**src/design/simplex_safety_arbiter_macros.svh**
```systemverilog
// Assertion macros for the safety arbiter RTL.
// Each macro expects clk and rst_n to be visible in the including module.
`ifndef SIMPLEX_SAFETY_ARBITER_MACROS_SVH
`define SIMPLEX_SAFETY_ARBITER_MACROS_SVH

// Same-cycle implication, checked while out of reset.
`define SSA_ASSERT_NOW(label, ante, cons, msg) \
  label: assert property (@(posedge clk) disable iff (!rst_n) (ante) |-> (cons)) \
    else $error(msg);

// Next-cycle implication, checked while out of reset.
`define SSA_ASSERT_NEXT(label, ante, cons, msg) \
  label: assert property (@(posedge clk) disable iff (!rst_n) (ante) |=> (cons)) \
    else $error(msg);

`endif

```
**src/design/ssa_pkg.sv**
```systemverilog
// Shared types, constants and helper functions for the safety arbiter.
// No dependencies; every other .sv design file imports this package.
`default_nettype none

package ssa_pkg;

  localparam int COUNT_WIDTH  = 16;
  localparam int SCORE_WIDTH  = 32;
  localparam int DIGIT_WIDTH  = 4;
  localparam int SCORE_DIGITS = SCORE_WIDTH / DIGIT_WIDTH;
  localparam int DIG_CNT_W    = $clog2(SCORE_DIGITS + 1);
  localparam int FRAC_BITS    = 16;
  localparam int DIV_CNT_W    = $clog2(FRAC_BITS + 1);
  localparam int BLEND_WIDTH  = FRAC_BITS + 1;
  localparam int ADDR_WIDTH   = 5;
  localparam int DATA_WIDTH   = 32;

  localparam logic [BLEND_WIDTH-1:0] FULL_BLEND = BLEND_WIDTH'(1) << FRAC_BITS;
  localparam logic [BLEND_WIDTH-1:0] ZERO_BLEND = '0;
  localparam logic [COUNT_WIDTH-1:0] COUNT_MAX  = '1;

  typedef enum logic [1:0] {
    MODE_NOMINAL    = 2'd0,
    MODE_HANDOFF    = 2'd1,
    MODE_FALLBACK   = 2'd2,
    MODE_RECOVERING = 2'd3
  } mode_t;

  typedef enum logic [1:0] {
    SEQ_IDLE,
    SEQ_CALC,
    SEQ_SEND
  } seq_state_t;

  typedef enum logic [2:0] {
    REG_TRIP_LEVEL     = 3'd0,
    REG_CLEAR_LEVEL    = 3'd1,
    REG_TRIP_STREAK    = 3'd2,
    REG_CLEAR_STREAK   = 3'd3,
    REG_HANDOFF_LENGTH = 3'd4,
    REG_RECOVER_LENGTH = 3'd5,
    REG_MIN_FALLBACK   = 3'd6,
    REG_LATCH_FALLBACK = 3'd7
  } cfg_reg_t;

  typedef struct packed {
    logic [SCORE_WIDTH-1:0] trip_level;
    logic [SCORE_WIDTH-1:0] clear_level;
    logic [COUNT_WIDTH-1:0] trip_streak_needed;
    logic [COUNT_WIDTH-1:0] clear_streak_needed;
    logic [COUNT_WIDTH-1:0] handoff_length;
    logic [COUNT_WIDTH-1:0] recover_length;
    logic [COUNT_WIDTH-1:0] min_fallback_time;
    logic                   latch_fallback;
  } cfg_t;

  typedef struct packed {
    logic                   start;
    logic [SCORE_WIDTH-1:0] score;
    logic                   bad;
  } cmp_req_t;

  typedef struct packed {
    logic done;
    logic over;
    logic under;
  } cmp_rsp_t;

  typedef struct packed {
    logic                   start;
    logic [COUNT_WIDTH-1:0] num;
    logic [COUNT_WIDTH-1:0] den;
  } div_req_t;

  typedef struct packed {
    logic                 done;
    logic [FRAC_BITS-1:0] quot;
  } div_rsp_t;

  function automatic logic [COUNT_WIDTH-1:0] sat_inc(input logic [COUNT_WIDTH-1:0] v);
    sat_inc = (v == COUNT_MAX) ? v : v + COUNT_WIDTH'(1);
  endfunction

endpackage

`default_nettype wire

```
**src/design/ssa_stream_if.sv**
```systemverilog
// Valid/ready channel interfaces for score beats in and result beats out.
// Depends on ssa_pkg for field widths.
`default_nettype none

interface ssa_in_if import ssa_pkg::*; ();
  logic                   valid;
  logic                   ready;
  logic [SCORE_WIDTH-1:0] score;
  logic                   score_bad;

  modport source (output valid, output score, output score_bad, input ready);
  modport sink (input valid, input score, input score_bad, output ready);
endinterface

interface ssa_out_if import ssa_pkg::*; ();
  logic                   valid;
  logic                   ready;
  logic [1:0]             mode;
  logic [BLEND_WIDTH-1:0] blend;

  modport source (output valid, output mode, output blend, input ready);
  modport sink (input valid, input mode, input blend, output ready);
endinterface

`default_nettype wire

```
**src/design/ssa_cfg.sv**
```systemverilog
// APB-style configuration register file for the safety arbiter.
// Depends on ssa_pkg for the register map and the configuration struct.
`default_nettype none

module ssa_cfg import ssa_pkg::*; (
  input  wire logic                  clk,
  input  wire logic                  rst_n,
  input  wire logic                  psel,
  input  wire logic                  penable,
  input  wire logic                  pwrite,
  input  wire logic [ADDR_WIDTH-1:0] paddr,
  input  wire logic [DATA_WIDTH-1:0] pwdata,
  output logic      [DATA_WIDTH-1:0] prdata,
  output logic                       pready,
  output cfg_t                       cfg
);

  cfg_t     cfg_r;
  cfg_reg_t idx;
  logic     wr_en;

  assign idx    = cfg_reg_t'(paddr[ADDR_WIDTH-1:2]);
  assign wr_en  = psel && penable && pwrite;
  assign pready = 1'b1;
  assign cfg    = cfg_r;

  always_ff @(posedge clk) begin
    if (!rst_n) begin
      cfg_r.trip_level          <= SCORE_WIDTH'(65536);
      cfg_r.clear_level         <= SCORE_WIDTH'(32768);
      cfg_r.trip_streak_needed  <= COUNT_WIDTH'(1);
      cfg_r.clear_streak_needed <= COUNT_WIDTH'(1);
      cfg_r.handoff_length      <= COUNT_WIDTH'(1);
      cfg_r.recover_length      <= COUNT_WIDTH'(1);
      cfg_r.min_fallback_time   <= '0;
      cfg_r.latch_fallback      <= 1'b0;
    end else if (wr_en) begin
      unique case (idx)
        REG_TRIP_LEVEL:     cfg_r.trip_level          <= pwdata[SCORE_WIDTH-1:0];
        REG_CLEAR_LEVEL:    cfg_r.clear_level         <= pwdata[SCORE_WIDTH-1:0];
        REG_TRIP_STREAK:    cfg_r.trip_streak_needed  <= pwdata[COUNT_WIDTH-1:0];
        REG_CLEAR_STREAK:   cfg_r.clear_streak_needed <= pwdata[COUNT_WIDTH-1:0];
        REG_HANDOFF_LENGTH: cfg_r.handoff_length      <= pwdata[COUNT_WIDTH-1:0];
        REG_RECOVER_LENGTH: cfg_r.recover_length      <= pwdata[COUNT_WIDTH-1:0];
        REG_MIN_FALLBACK:   cfg_r.min_fallback_time   <= pwdata[COUNT_WIDTH-1:0];
        REG_LATCH_FALLBACK: cfg_r.latch_fallback      <= pwdata[0];
      endcase
    end
  end

  always_comb begin
    unique case (idx)
      REG_TRIP_LEVEL:     prdata = DATA_WIDTH'(cfg_r.trip_level);
      REG_CLEAR_LEVEL:    prdata = DATA_WIDTH'(cfg_r.clear_level);
      REG_TRIP_STREAK:    prdata = DATA_WIDTH'(cfg_r.trip_streak_needed);
      REG_CLEAR_STREAK:   prdata = DATA_WIDTH'(cfg_r.clear_streak_needed);
      REG_HANDOFF_LENGTH: prdata = DATA_WIDTH'(cfg_r.handoff_length);
      REG_RECOVER_LENGTH: prdata = DATA_WIDTH'(cfg_r.recover_length);
      REG_MIN_FALLBACK:   prdata = DATA_WIDTH'(cfg_r.min_fallback_time);
      REG_LATCH_FALLBACK: prdata = DATA_WIDTH'(cfg_r.latch_fallback);
    endcase
  end

endmodule

`default_nettype wire

```
**src/design/ssa_cmp.sv**
```systemverilog
// Digit-serial comparator of the score against the trip and clear levels.
// Depends on ssa_pkg; walks the score one digit per cycle from the low end.
`default_nettype none

module ssa_cmp import ssa_pkg::*; (
  input  wire logic                   clk,
  input  wire logic                   rst_n,
  input  wire cmp_req_t               req,
  input  wire logic [SCORE_WIDTH-1:0] trip_level,
  input  wire logic [SCORE_WIDTH-1:0] clear_level,
  output cmp_rsp_t                    rsp
);

  logic [SCORE_WIDTH-1:0] score_r, score_nxt;
  logic [SCORE_WIDTH-1:0] trip_r, trip_nxt;
  logic [SCORE_WIDTH-1:0] clear_r, clear_nxt;
  logic [DIG_CNT_W-1:0]   cnt_r, cnt_nxt;
  logic                   gt_r, gt_nxt;
  logic                   lt_r, lt_nxt;
  logic                   bad_r, bad_nxt;
  logic [DIGIT_WIDTH-1:0] s_dig, t_dig, c_dig;

  assign s_dig = score_r[DIGIT_WIDTH-1:0];
  assign t_dig = trip_r[DIGIT_WIDTH-1:0];
  assign c_dig = clear_r[DIGIT_WIDTH-1:0];

  always_comb begin
    score_nxt = score_r;
    trip_nxt  = trip_r;
    clear_nxt = clear_r;
    cnt_nxt   = cnt_r;
    gt_nxt    = gt_r;
    lt_nxt    = lt_r;
    bad_nxt   = bad_r;
    if (req.start) begin
      score_nxt = req.score;
      trip_nxt  = trip_level;
      clear_nxt = clear_level;
      cnt_nxt   = DIG_CNT_W'(SCORE_DIGITS);
      gt_nxt    = 1'b0;
      lt_nxt    = 1'b0;
      bad_nxt   = req.bad;
    end else if (cnt_r != '0) begin
      // A higher digit overrides; equal digits keep the lower-digit verdict.
      gt_nxt    = (s_dig > t_dig) || ((s_dig == t_dig) && gt_r);
      lt_nxt    = (s_dig < c_dig) || ((s_dig == c_dig) && lt_r);
      score_nxt = score_r >> DIGIT_WIDTH;
      trip_nxt  = trip_r >> DIGIT_WIDTH;
      clear_nxt = clear_r >> DIGIT_WIDTH;
      cnt_nxt   = cnt_r - DIG_CNT_W'(1);
    end
  end

  always_ff @(posedge clk) begin
    if (!rst_n) begin
      cnt_r <= '0;
    end else begin
      cnt_r <= cnt_nxt;
    end
  end

  always_ff @(posedge clk) begin
    score_r <= score_nxt;
    trip_r  <= trip_nxt;
    clear_r <= clear_nxt;
    gt_r    <= gt_nxt;
    lt_r    <= lt_nxt;
    bad_r   <= bad_nxt;
  end

  assign rsp.done  = (cnt_r == '0);
  assign rsp.over  = bad_r || gt_r;
  assign rsp.under = !bad_r && lt_r;

endmodule

`default_nettype wire

```
**src/design/ssa_div.sv**
```systemverilog
// Bit-serial restoring divider for the ramp fraction floor(num * 2^16 / den).
// Depends on ssa_pkg; produces one quotient bit per cycle, valid when num < den.
`default_nettype none

module ssa_div import ssa_pkg::*; (
  input  wire logic     clk,
  input  wire logic     rst_n,
  input  wire div_req_t req,
  output div_rsp_t      rsp
);

  logic [COUNT_WIDTH-1:0] rem_r, rem_nxt;
  logic [COUNT_WIDTH-1:0] den_r, den_nxt;
  logic [FRAC_BITS-1:0]   quot_r, quot_nxt;
  logic [DIV_CNT_W-1:0]   cnt_r, cnt_nxt;
  logic [COUNT_WIDTH:0]   shifted;
  logic [COUNT_WIDTH:0]   diff;
  logic                   fits;

  assign shifted = {rem_r, 1'b0};
  assign diff    = shifted - {1'b0, den_r};
  assign fits    = (shifted >= {1'b0, den_r});

  always_comb begin
    rem_nxt  = rem_r;
    den_nxt  = den_r;
    quot_nxt = quot_r;
    cnt_nxt  = cnt_r;
    if (req.start) begin
      rem_nxt  = req.num;
      den_nxt  = req.den;
      quot_nxt = '0;
      cnt_nxt  = DIV_CNT_W'(FRAC_BITS);
    end else if (cnt_r != '0) begin
      rem_nxt  = fits ? diff[COUNT_WIDTH-1:0] : shifted[COUNT_WIDTH-1:0];
      quot_nxt = {quot_r[FRAC_BITS-2:0], fits};
      cnt_nxt  = cnt_r - DIV_CNT_W'(1);
    end
  end

  always_ff @(posedge clk) begin
    if (!rst_n) begin
      cnt_r <= '0;
    end else begin
      cnt_r <= cnt_nxt;
    end
  end

  always_ff @(posedge clk) begin
    rem_r  <= rem_nxt;
    den_r  <= den_nxt;
    quot_r <= quot_nxt;
  end

  assign rsp.done = (cnt_r == '0);
  assign rsp.quot = quot_r;

endmodule

`default_nettype wire

```
**src/design/simplex_safety_arbiter.sv**
```systemverilog
// Simplex safety arbiter: hysteresis switch between primary and fallback control.
// One tick in flight at a time: a new input beat is taken only after the last
// result has moved to the output register. The 16-step ramp divider is the slower
// serial unit; the 8-digit score compare runs alongside it. Synchronous active-low
// reset returns the control registers and counters to their defaults and the mode
// to nominal; the result register holds one finished beat while the next is taken.
`default_nettype none
`include "simplex_safety_arbiter_macros.svh"

module simplex_safety_arbiter import ssa_pkg::*; (
  input  wire logic                  clk,
  input  wire logic                  rst_n,
  ssa_in_if.sink                     in_ch,
  ssa_out_if.source                  out_ch,
  input  wire logic                  psel,
  input  wire logic                  penable,
  input  wire logic                  pwrite,
  input  wire logic [ADDR_WIDTH-1:0] paddr,
  input  wire logic [DATA_WIDTH-1:0] pwdata,
  output logic      [DATA_WIDTH-1:0] prdata,
  output logic                       pready
);

  cfg_t       cfg;
  cmp_req_t   cmp_req;
  cmp_rsp_t   cmp_rsp;
  div_req_t   div_req;
  div_rsp_t   div_rsp;

  seq_state_t seq_r, seq_nxt;
  mode_t      mode_r, mode_nxt;
  logic [COUNT_WIDTH-1:0] ramp_r, ramp_nxt;
  logic [COUNT_WIDTH-1:0] fb_cnt_r, fb_cnt_nxt;
  logic [COUNT_WIDTH-1:0] ovs_r, ovs_nxt;
  logic [COUNT_WIDTH-1:0] uns_r, uns_nxt;
  mode_t                  res_mode_r, res_mode_nxt;
  logic [BLEND_WIDTH-1:0] res_blend_r, res_blend_nxt;
  logic                   out_valid_r, out_valid_nxt;
  mode_t                  out_mode_r;
  logic [BLEND_WIDTH-1:0] out_blend_r;

  logic                   accept;
  logic                   units_done;
  logic                   fin;
  logic                   slot_free;
  logic                   send;
  logic [COUNT_WIDTH-1:0] ramp_inc;
  logic [COUNT_WIDTH-1:0] fb_inc;
  logic [BLEND_WIDTH-1:0] frac;

  ssa_cfg u_cfg (
    .clk     (clk),
    .rst_n   (rst_n),
    .psel    (psel),
    .penable (penable),
    .pwrite  (pwrite),
    .paddr   (paddr),
    .pwdata  (pwdata),
    .prdata  (prdata),
    .pready  (pready),
    .cfg     (cfg)
  );

  ssa_cmp u_cmp (
    .clk         (clk),
    .rst_n       (rst_n),
    .req         (cmp_req),
    .trip_level  (cfg.trip_level),
    .clear_level (cfg.clear_level),
    .rsp         (cmp_rsp)
  );

  ssa_div u_div (
    .clk   (clk),
    .rst_n (rst_n),
    .req   (div_req),
    .rsp   (div_rsp)
  );

  assign units_done = cmp_rsp.done && div_rsp.done;
  assign slot_free  = !out_valid_r || out_ch.ready;
  assign ramp_inc   = sat_inc(ramp_r);
  assign fb_inc     = sat_inc(fb_cnt_r);
  assign frac       = BLEND_WIDTH'(div_rsp.quot);

  always_comb begin
    seq_nxt = seq_r;
    unique case (seq_r)
      SEQ_IDLE: if (in_ch.valid) seq_nxt = SEQ_CALC;
      SEQ_CALC: if (units_done) seq_nxt = SEQ_SEND;
      SEQ_SEND: if (slot_free) seq_nxt = SEQ_IDLE;
      default:  seq_nxt = SEQ_IDLE;
    endcase
  end

  always_comb begin
    in_ch.ready = (seq_r == SEQ_IDLE);
    fin         = (seq_r == SEQ_CALC) && units_done;
    send        = (seq_r == SEQ_SEND) && slot_free;
  end

  assign accept = in_ch.valid && in_ch.ready;

  // Both serial units start on the accepted beat; the divider works on the
  // incremented ramp, and the sequencer waits for both results before using it.
  always_comb begin
    cmp_req.start = accept;
    cmp_req.score = in_ch.score;
    cmp_req.bad   = in_ch.score_bad;
    div_req.start = accept;
    div_req.num   = ramp_inc;
    div_req.den   = (mode_r == MODE_HANDOFF) ? cfg.handoff_length : cfg.recover_length;
  end

  always_comb begin
    mode_nxt      = mode_r;
    ramp_nxt      = ramp_r;
    fb_cnt_nxt    = fb_cnt_r;
    ovs_nxt       = ovs_r;
    uns_nxt       = uns_r;
    res_mode_nxt  = res_mode_r;
    res_blend_nxt = res_blend_r;
    if (fin) begin
      ovs_nxt       = cmp_rsp.over ? sat_inc(ovs_r) : '0;
      uns_nxt       = cmp_rsp.under ? sat_inc(uns_r) : '0;
      res_blend_nxt = ZERO_BLEND;
      unique case (mode_r)
        MODE_NOMINAL: begin
          if (ovs_nxt >= cfg.trip_streak_needed) begin
            mode_nxt = MODE_HANDOFF;
            ramp_nxt = '0;
          end
        end
        MODE_HANDOFF: begin
          ramp_nxt = ramp_inc;
          if (ramp_inc >= cfg.handoff_length) begin
            mode_nxt      = MODE_FALLBACK;
            fb_cnt_nxt    = '0;
            res_blend_nxt = FULL_BLEND;
          end else begin
            res_blend_nxt = frac;
          end
        end
        MODE_FALLBACK: begin
          res_blend_nxt = FULL_BLEND;
          fb_cnt_nxt    = fb_inc;
          if (!cfg.latch_fallback && (fb_inc >= cfg.min_fallback_time) &&
              (uns_nxt >= cfg.clear_streak_needed)) begin
            mode_nxt = MODE_RECOVERING;
            ramp_nxt = '0;
          end
        end
        MODE_RECOVERING: begin
          if (ovs_nxt >= cfg.trip_streak_needed) begin
            mode_nxt      = MODE_FALLBACK;
            fb_cnt_nxt    = '0;
            res_blend_nxt = FULL_BLEND;
          end else begin
            ramp_nxt = ramp_inc;
            if (ramp_inc >= cfg.recover_length) begin
              mode_nxt      = MODE_NOMINAL;
              res_blend_nxt = ZERO_BLEND;
            end else begin
              res_blend_nxt = FULL_BLEND - frac;
            end
          end
        end
      endcase
      res_mode_nxt = mode_nxt;
    end
  end

  always_comb begin
    out_valid_nxt = out_valid_r;
    if (send) begin
      out_valid_nxt = 1'b1;
    end else if (out_ch.ready) begin
      out_valid_nxt = 1'b0;
    end
  end

  always_ff @(posedge clk) begin
    if (!rst_n) begin
      seq_r       <= SEQ_IDLE;
      mode_r      <= MODE_NOMINAL;
      ramp_r      <= '0;
      fb_cnt_r    <= '0;
      ovs_r       <= '0;
      uns_r       <= '0;
      out_valid_r <= 1'b0;
    end else begin
      seq_r       <= seq_nxt;
      mode_r      <= mode_nxt;
      ramp_r      <= ramp_nxt;
      fb_cnt_r    <= fb_cnt_nxt;
      ovs_r       <= ovs_nxt;
      uns_r       <= uns_nxt;
      out_valid_r <= out_valid_nxt;
    end
  end

  always_ff @(posedge clk) begin
    res_mode_r  <= res_mode_nxt;
    res_blend_r <= res_blend_nxt;
    if (send) begin
      out_mode_r  <= res_mode_r;
      out_blend_r <= res_blend_r;
    end
  end

  assign out_ch.valid = out_valid_r;
  assign out_ch.mode  = out_mode_r;
  assign out_ch.blend = out_blend_r;

  `SSA_ASSERT_NEXT(a_units_busy, accept, !units_done, "serial units did not start on accept")
  `SSA_ASSERT_NOW(a_fallback_full, out_valid_r && (out_mode_r == MODE_FALLBACK), out_blend_r == FULL_BLEND, "fallback beat without full blend")
  `SSA_ASSERT_NOW(a_nominal_zero, out_valid_r && (out_mode_r == MODE_NOMINAL), out_blend_r == ZERO_BLEND, "nominal beat with nonzero blend")

endmodule

`default_nettype wire
```
**src/flat_wrapper.sv**
```systemverilog
// flat-port wrapper written by rule: the top's interface ports become plain ports
module simplex_safety_arbiter_flat import ssa_pkg::*;
  (clk, rst_n, psel, penable, pwrite, paddr, pwdata, prdata, pready, in_ch_valid, in_ch_score, in_ch_score_bad, in_ch_ready, out_ch_valid, out_ch_mode, out_ch_blend, out_ch_ready);
  ssa_in_if in_ch_i ();
  ssa_out_if out_ch_i ();
  input  wire logic clk;
  input  wire logic rst_n;
  input  wire logic psel;
  input  wire logic penable;
  input  wire logic pwrite;
  input  wire logic [ADDR_WIDTH-1:0] paddr;
  input  wire logic [DATA_WIDTH-1:0] pwdata;
  output logic      [DATA_WIDTH-1:0] prdata;
  output logic pready;
  input wire logic [$bits(in_ch_i.valid)-1:0] in_ch_valid;
  input wire logic [$bits(in_ch_i.score)-1:0] in_ch_score;
  input wire logic [$bits(in_ch_i.score_bad)-1:0] in_ch_score_bad;
  output wire logic [$bits(in_ch_i.ready)-1:0] in_ch_ready;
  output wire logic [$bits(out_ch_i.valid)-1:0] out_ch_valid;
  output wire logic [$bits(out_ch_i.mode)-1:0] out_ch_mode;
  output wire logic [$bits(out_ch_i.blend)-1:0] out_ch_blend;
  input wire logic [$bits(out_ch_i.ready)-1:0] out_ch_ready;
  assign in_ch_i.valid = in_ch_valid;
  assign in_ch_i.score = in_ch_score;
  assign in_ch_i.score_bad = in_ch_score_bad;
  assign in_ch_ready = in_ch_i.ready;
  assign out_ch_valid = out_ch_i.valid;
  assign out_ch_mode = out_ch_i.mode;
  assign out_ch_blend = out_ch_i.blend;
  assign out_ch_i.ready = out_ch_ready;
  simplex_safety_arbiter u_core (.clk(clk), .rst_n(rst_n), .in_ch(in_ch_i), .out_ch(out_ch_i), .psel(psel), .penable(penable), .pwrite(pwrite), .paddr(paddr), .pwdata(pwdata), .prdata(prdata), .pready(pready));
endmodule
```
**config.mk**
```make
export PLATFORM = sky130hd
export DESIGN_NAME = simplex_safety_arbiter_flat
export DESIGN_NICKNAME = d
export VERILOG_FILES = /design/src/design/ssa_pkg.sv /design/src/design/ssa_stream_if.sv /design/src/design/ssa_cfg.sv /design/src/design/ssa_cmp.sv /design/src/design/ssa_div.sv /design/src/design/simplex_safety_arbiter.sv /design/src/flat_wrapper.sv
export VERILOG_INCLUDE_DIRS = /design/src /design/src/design
export SDC_FILE = /design/constraint.sdc
export NUM_CORES = 1
export LEC_CHECK = 0
export BUFFER_PORTS_ARGS = -buffer_cell sky130_fd_sc_hd__buf_2
export CAP_MARGIN = 10
export CORE_MARGIN = 8
export CORE_UTILIZATION = 25
export DETAILED_ROUTE_END_ITERATION = 7
export PLACE_DENSITY_LB_ADDON = 0.2
export SLEW_MARGIN = 40
export SYNTH_ARGS = -nofsm -noshare
export SYNTH_HDL_FRONTEND = slang
export SYNTH_SLANG_ARGS = --single-unit
```
**constraint.sdc**
```tcl
create_clock -name clk -period 6.1 [get_ports clk]
set_input_delay 0.305 -clock clk [delete_from_list [all_inputs] [get_ports clk]]
set_output_delay 0.305 -clock clk [all_outputs]
set_load 0.02 [all_outputs]
```
Yosys cells after proc, flatten, opt, wreduce, memory -nomap -nowiden
Cells that the tools add are included.
{"block": "totals", "inputBits": 77, "word_cells": 159, "out_inout_bits": 54, "register_bits": 408}
{"block": "classes", "magnitude_cmp": 8, "n_addsub": 8, "eq_ne": 26, "n_reduce_logical": 41, "n_mux": 43, "bitwise": 1}
{"op": "$pmux 32 s8", "n": 1}
{"op": "$mux 16", "n": 14}
{"op": "$mux 32", "n": 6}
{"op": "$ge 16x16->1", "n": 5}
{"op": "$add 16x1->16 const B", "n": 4}
{"op": "$eq 16x16->1 const B", "n": 4}
{"op": "$pmux 16 s4", "n": 1}
{"op": "$mux 17", "n": 3}
{"op": "$pmux 17 s3", "n": 1}
{"op": "$pmux 16 s3", "n": 1}
{"op": "$ge 17x16->1", "n": 1}
{"op": "$sub 17x16->17 const A", "n": 1}
{"op": "$mux 2", "n": 8}
{"op": "$reduce_and 2->1", "n": 8}
{"op": "$sub 16x16->16", "n": 1}
{"op": "$eq 3x3->1 const B", "n": 4}
{"op": "$logic_and 1x1->1", "n": 11}
{"op": "$mux 5", "n": 2}
{"op": "$ne 2x1->1 const B", "n": 5}
{"op": "$eq 4x4->1", "n": 2}
{"op": "$mux 4", "n": 2}
{"op": "$pmux 2 s4", "n": 1}
{"op": "$reduce_and 4->1", "n": 2}
{"op": "$eq 2x2->1 const B", "n": 3}
{"op": "other kinds (23)", "n": 36}

Depth between registers and ports, before layout
{"block": "depth", "word_depth": 7, "ltp_mapped": 18}

Hierarchy
A second synthesis with hierarchy kept.
{"block": "unflattened", "cells_unflattened": 2349, "area_unflattened_um2": 21837.2}
{"mod": "simplex_safety_arbiter", "cells_each": 1054, "instances": 1, "seq_area_each_um2": 2522.4, "area_each_um2": 8212.9}
{"mod": "ssa_cfg", "cells_each": 705, "instances": 1, "seq_area_each_um2": 2902.8, "area_each_um2": 5975.7}
{"mod": "ssa_cmp", "cells_each": 257, "instances": 1, "seq_area_each_um2": 3032.9, "area_each_um2": 4465.5}
{"mod": "ssa_div", "cells_each": 333, "instances": 1, "seq_area_each_um2": 1381.3, "area_each_um2": 3183.1}

Worst setup path after synthesis
OpenSTA, ideal clock, no wires.
{"block": "synth_timing", "kind": "reg-to-reg", "from": "reg u_core.seq_r[0]", "to": "reg u_core.u_cmp.clear_r[0] (enable)", "setup_time_ns": 0.898, "path_stages_with_launch": 6, "required_time_ns": 5.202, "setup_slack_ns": 2.337, "synth_period_minus_slack_ns": 3.763, "arrival_time_ns": 2.865, "n_path_buf": 2, "cell_sequence": "dfxtp_1 -> nor2_1 -> nand2_1 -> clkbuf_1 -> clkbuf_1 -> nand2_1"}
{"block": "synth_between", "elab_chain_len": 3}
{"element": "from (decl)", "line": "simplex_safety_arbiter.sv:30", "text": "seq_state_t seq_r, seq_nxt;"}
{"element": "from (signal assigned)", "line": "simplex_safety_arbiter.sv:192", "text": "seq_r <= seq_nxt;"}
{"element": "$logic_not 2->1", "line": "simplex_safety_arbiter.sv:97", "text": "in_ch.ready = (seq_r == SEQ_IDLE);"}
{"element": "$logic_and 1x1->1", "line": "simplex_safety_arbiter.sv:102", "text": "assign accept = in_ch.valid && in_ch.ready;"}
{"element": "$reduce_bool 2->1 (no source line)"}
{"element": "to (signal assigned)", "line": "ssa_cmp.sv:65", "text": "clear_r <= clear_nxt;"}
{"element": "to (decl)", "line": "ssa_cmp.sv:16", "text": "logic [SCORE_WIDTH-1:0] clear_r, clear_nxt;"}
No other way between the ends.
A chain may end at the register's enable or synchronous reset.

Final worst setup path
{"block": "layout_timing", "from": "reg u_core.ramp_r[3]", "to": "reg u_core.fb_cnt_r[11]"}
{"block": "layout_between", "elab_chain_len": 5, "elab_cells_between_ends": 6}
{"element": "from (decl)", "line": "simplex_safety_arbiter.sv:32", "text": "logic [COUNT_WIDTH-1:0] ramp_r, ramp_nxt;"}
{"element": "from (signal assigned)", "line": "simplex_safety_arbiter.sv:194", "text": "ramp_r <= ramp_nxt;"}
{"element": "$add 16x1->16 / $eq 16x16->1 (equally long branches)", "line": "ssa_pkg.sv:81", "text": "sat_inc = (v == COUNT_MAX) ? v : v + COUNT_WIDTH'(1);"}
{"element": "$mux 16 *", "line": "ssa_pkg.sv:81"}
{"element": "$ge 16x16->1 *", "line": "simplex_safety_arbiter.sv:136", "text": "if (ramp_inc >= cfg.handoff_length) begin"}
{"element": "$ne 2x2->1 (no source line) *"}
{"element": "$reduce_and 4->1 (no source line) *"}
{"element": "to (signal assigned)", "line": "simplex_safety_arbiter.sv:195", "text": "fb_cnt_r <= fb_cnt_nxt;"}
{"element": "to (decl)", "line": "simplex_safety_arbiter.sv:33", "text": "logic [COUNT_WIDTH-1:0] fb_cnt_r, fb_cnt_nxt;"}
Every way passes the cells marked *; elsewhere a longest branch is shown, timed or not.

==> out/metrics.cfg <==
[outcome]
run_status = finished, final reports clean

[global_routing]
grt_start_max_net_pins = 149
gr-usage-all-layers_pct = 13.8
number_of_antenna_violations_at_the_first_check_in_global_routing = 0
grt_pass1_wl_mm = 104
grt_pass1_vias = 17300
remaining_overflow_grt = 0

[layout]
layout.cells.most_common = nand2_1
multi_input_area_mm2 = 0.0109
layout.filler_cells = 9278
syn_to_final_growth_pct = 18.4
final-seq-area_mm2 = 0.00984
final_nets = 2870
fraction_of_final_layout_cells_sized_beyond_drive_strength_1_pct = 10.8
mostFrequentLayoutCells = nand2_1 (752), a21oi_1 (282), dfxtp_1 (241)

[synth]
ys.flop_type = dfxtp_1
synth-edff-count = 167
synth.yosys.warnings = 0
synth_area_per_cell_um2 = 8.43
async_flop_share_pct = 0
ys_ff_latch = 408
synth.area.top_cells = edfxtp_1 (23%), dfxtp_1 (22%), nand2_1 (13%)
synth_top_area_share_pct = 23.1
synthDominantAreaCellType = edfxtp_1
synth_cell_area_mm2 = 0.0217
syn-num-nets = 2762
yosysUniqueCellTypes = 91
postSynthCellCount = 2572
yosysSeqAreaShare_pct = 45.4

[floorplanning]
boundaryPins = 131
floorplan.initialDensity_pct = 25.1
die-height_um = 310
chipWidth_um = 310
core_region_area_mm2 = 0.0863
site_row_count = 108
die-area_mm2 = 0.0964

[timing]
max_freq_mhz = 210
finalHoldViolations = 0
rsz_0062_raised_after_global_routing = no
fin_ws_ns = 1.35
fin_crit_sh_pct = 77.9
setup_tns_ns = 0
relSlewSlack_pct = 43.6
finalSetupViolations = 0
final_period_demand_of_the_worst_path_ns = 4.75
max_slew.worst_pin.slew_ns = 0.846
finalMaxSlewViolations = 0
final.setup_skew_ns = 0.0473

[setup_path]
required_ns = 6.65
timing.critical_path.to_type = register
timing.critical_path.from_type = register
crit_arrival_ns = 5.31
critical_path.max_fanout = 11
path_class = reg2reg

[detailed_routing]
drt-total-wl_mm = 69.0
drc = 0
ant_nets = 0
average_wire_per_standard_cell_um = 17.8
detail_route.vias_per_cell = 4.66
detailedRoute.firstIterationViolations = 1370
drt_first_pass_iters = 5
route.vias.total = 18100

[job]
maxCapViolCount = 0

[power]
power.leakage_nw = 9.72
power_per_cell_area_mw_per_mm2 = 364
worst_ir_drop_vdd_mv = 0.216
power_mw = 9.35

[place]
port-buffer-count = 127
hpwl_detailed_mm = 47.2
gpl.final_weighted_congestion = 0.820
place_worst_setup_slack_ns = 1.36

[hold_path]
hold_class = in2reg

[clock_tree]
path_clk_slew_ns = 0.06
tritoncts.num_buffers = 49
clock_tree.root_cell = clkbuf_16
clock_sinks = 408
post-cts-setup-buffers = 0
tritoncts = yes
clk_latency_ns = 0.62
clock_tree.buffer_depth = 3
cts_max_level = 2

-- through the flow --
stage	std cells	util (%)	hold WS, ns	cell area, um^2
2_1_floorplan	2572	-	0.400	21700
3_5_place_dp	3737	27.2	0.405	23500
5_1_grt	3876	29.7	0.0303	25600
6_report	3879	29.7	0.0570	25700
3_3_place_gp	3736	27.1	0.403	23400
4_1_cts	3876	29.7	0.0162	25600
-- sequential cells by signal (all words and copies together), names as in the netlist, 4 cells and up, named ones only --
name and cells:
u_core.u_cfg.cfg 145, u_core.u_cmp.clear_r 32, u_core.u_cmp.score_r 32, u_core.u_cmp.trip_r 32, u_core.out_ch.blend 17, u_core.res_blend_r 17, u_core.fb_cnt_r 16, u_core.ovs_r 16
u_core.ramp_r 16, u_core.u_div.den_r 16, u_core.u_div.quot_r 16, u_core.u_div.rem_r 16, u_core.uns_r 16, u_core.u_div.cnt_r 5, u_core.u_cmp.cnt_r 4
-- worst max-delay path, cell delays in order (launching register included) --
cell      delay, ns
dfxtp_1        0.51
nand4_1        0.22
nor4_4         0.46
nand4_1        0.50
and3_1         0.40
xor2_1         0.43
ha_1           0.27
o21a_1         0.13
o211ai_1       0.08
o21ai_1        0.35
o21ai_1        0.12
buf_4          0.19
a21oi_2        0.52
buf_4          0.30
mux2i_1        0.19
-- synth_stat cells (16+ instances only) --
| cell | instances |
|---|---|
| nor3_1 | 34 |
| a21oi_1 | 282 |
| nand3_1 | 57 |
| edfxtp_1 | 167 |
| xnor2_1 | 33 |
| buf_2 | 19 |
| nor2_1 | 142 |
| dfxtp_1 | 241 |
| clkbuf_1 | 101 |
| mux2i_1 | 68 |
| nand2_1 | 756 |
| a22o_1 | 21 |
| and3_1 | 26 |
| inv_1 | 116 |
| nand4_1 | 29 |
| o21ai_0 | 61 |
| ha_1 | 112 |
| xor2_1 | 23 |
| buf_1 | 16 |
-- repair_timing --
action	4_1_cts	5_1_grt
resized for setup	0	0
endpoints found under the hold margin	63	0
hold buffers	47	0
setup endpoints to repair	0	0
-- path summary, 6_finish.rpt --
path / startpoint / endpoint / slack, ns / depth (start not counted)
worst min register to register: u_core.res_blend_r[9] / u_core.out_ch.blend[9] / 0.42 / 0
worst max register to register: u_core.ramp_r[3] / u_core.fb_cnt_r[11] / 1.35 / 14
worst max-delay path: u_core.ramp_r[3] / u_core.fb_cnt_r[11] / 1.35 / 14
worst min-delay path: in_ch_score[3] / u_core.u_cmp.score_r[3] / 0.06 / 3
-- per-layer routing --
layer  GRT usage [%]  vias up  wire length, um
li1                -     9084                -
met4            3.71        0             1400
met3            2.33       77             3550
met2            21.1      364            30400
met1            20.0     8547            33700
met5               0        -                0
-- area by class of cell --
cell class                      instances  area share [%]
Clock inverter                         27            1.53
Inverter                              119            1.79
Tap cell                             1155            5.63
Clock buffer                           65            5.17
Timing Repair Buffer                  199            5.11
Antenna cell                            3          0.0293
Sequential cell                       408            38.4
Multi-Input combinational cell       1903            42.4
-- cells by family after synthesis --
group / after synthesis / synth area share (%)
DFF: 408 / 45.4
AOI/OAI and AO/OA: 518 / 14.5
buffers and inverters: 261 / 4.77
other: 1 / 0.0173
muxes: 81 / 4.08
adders and majority gates: 113 / 6.56
and+or+nand+nor: 1134 / 22.4
xor gates and xnor gates: 56 / 2.26
-- power by group --
group | switching, mW | total (mW) | internal (mW)
combinational | 1.59 | 2.44 | 0.852
sequential | 0.217 | 3.77 | 3.55
clock | 1.26 | 3.14 | 1.88
No activity file was read; power rests on OpenSTA's default activity.
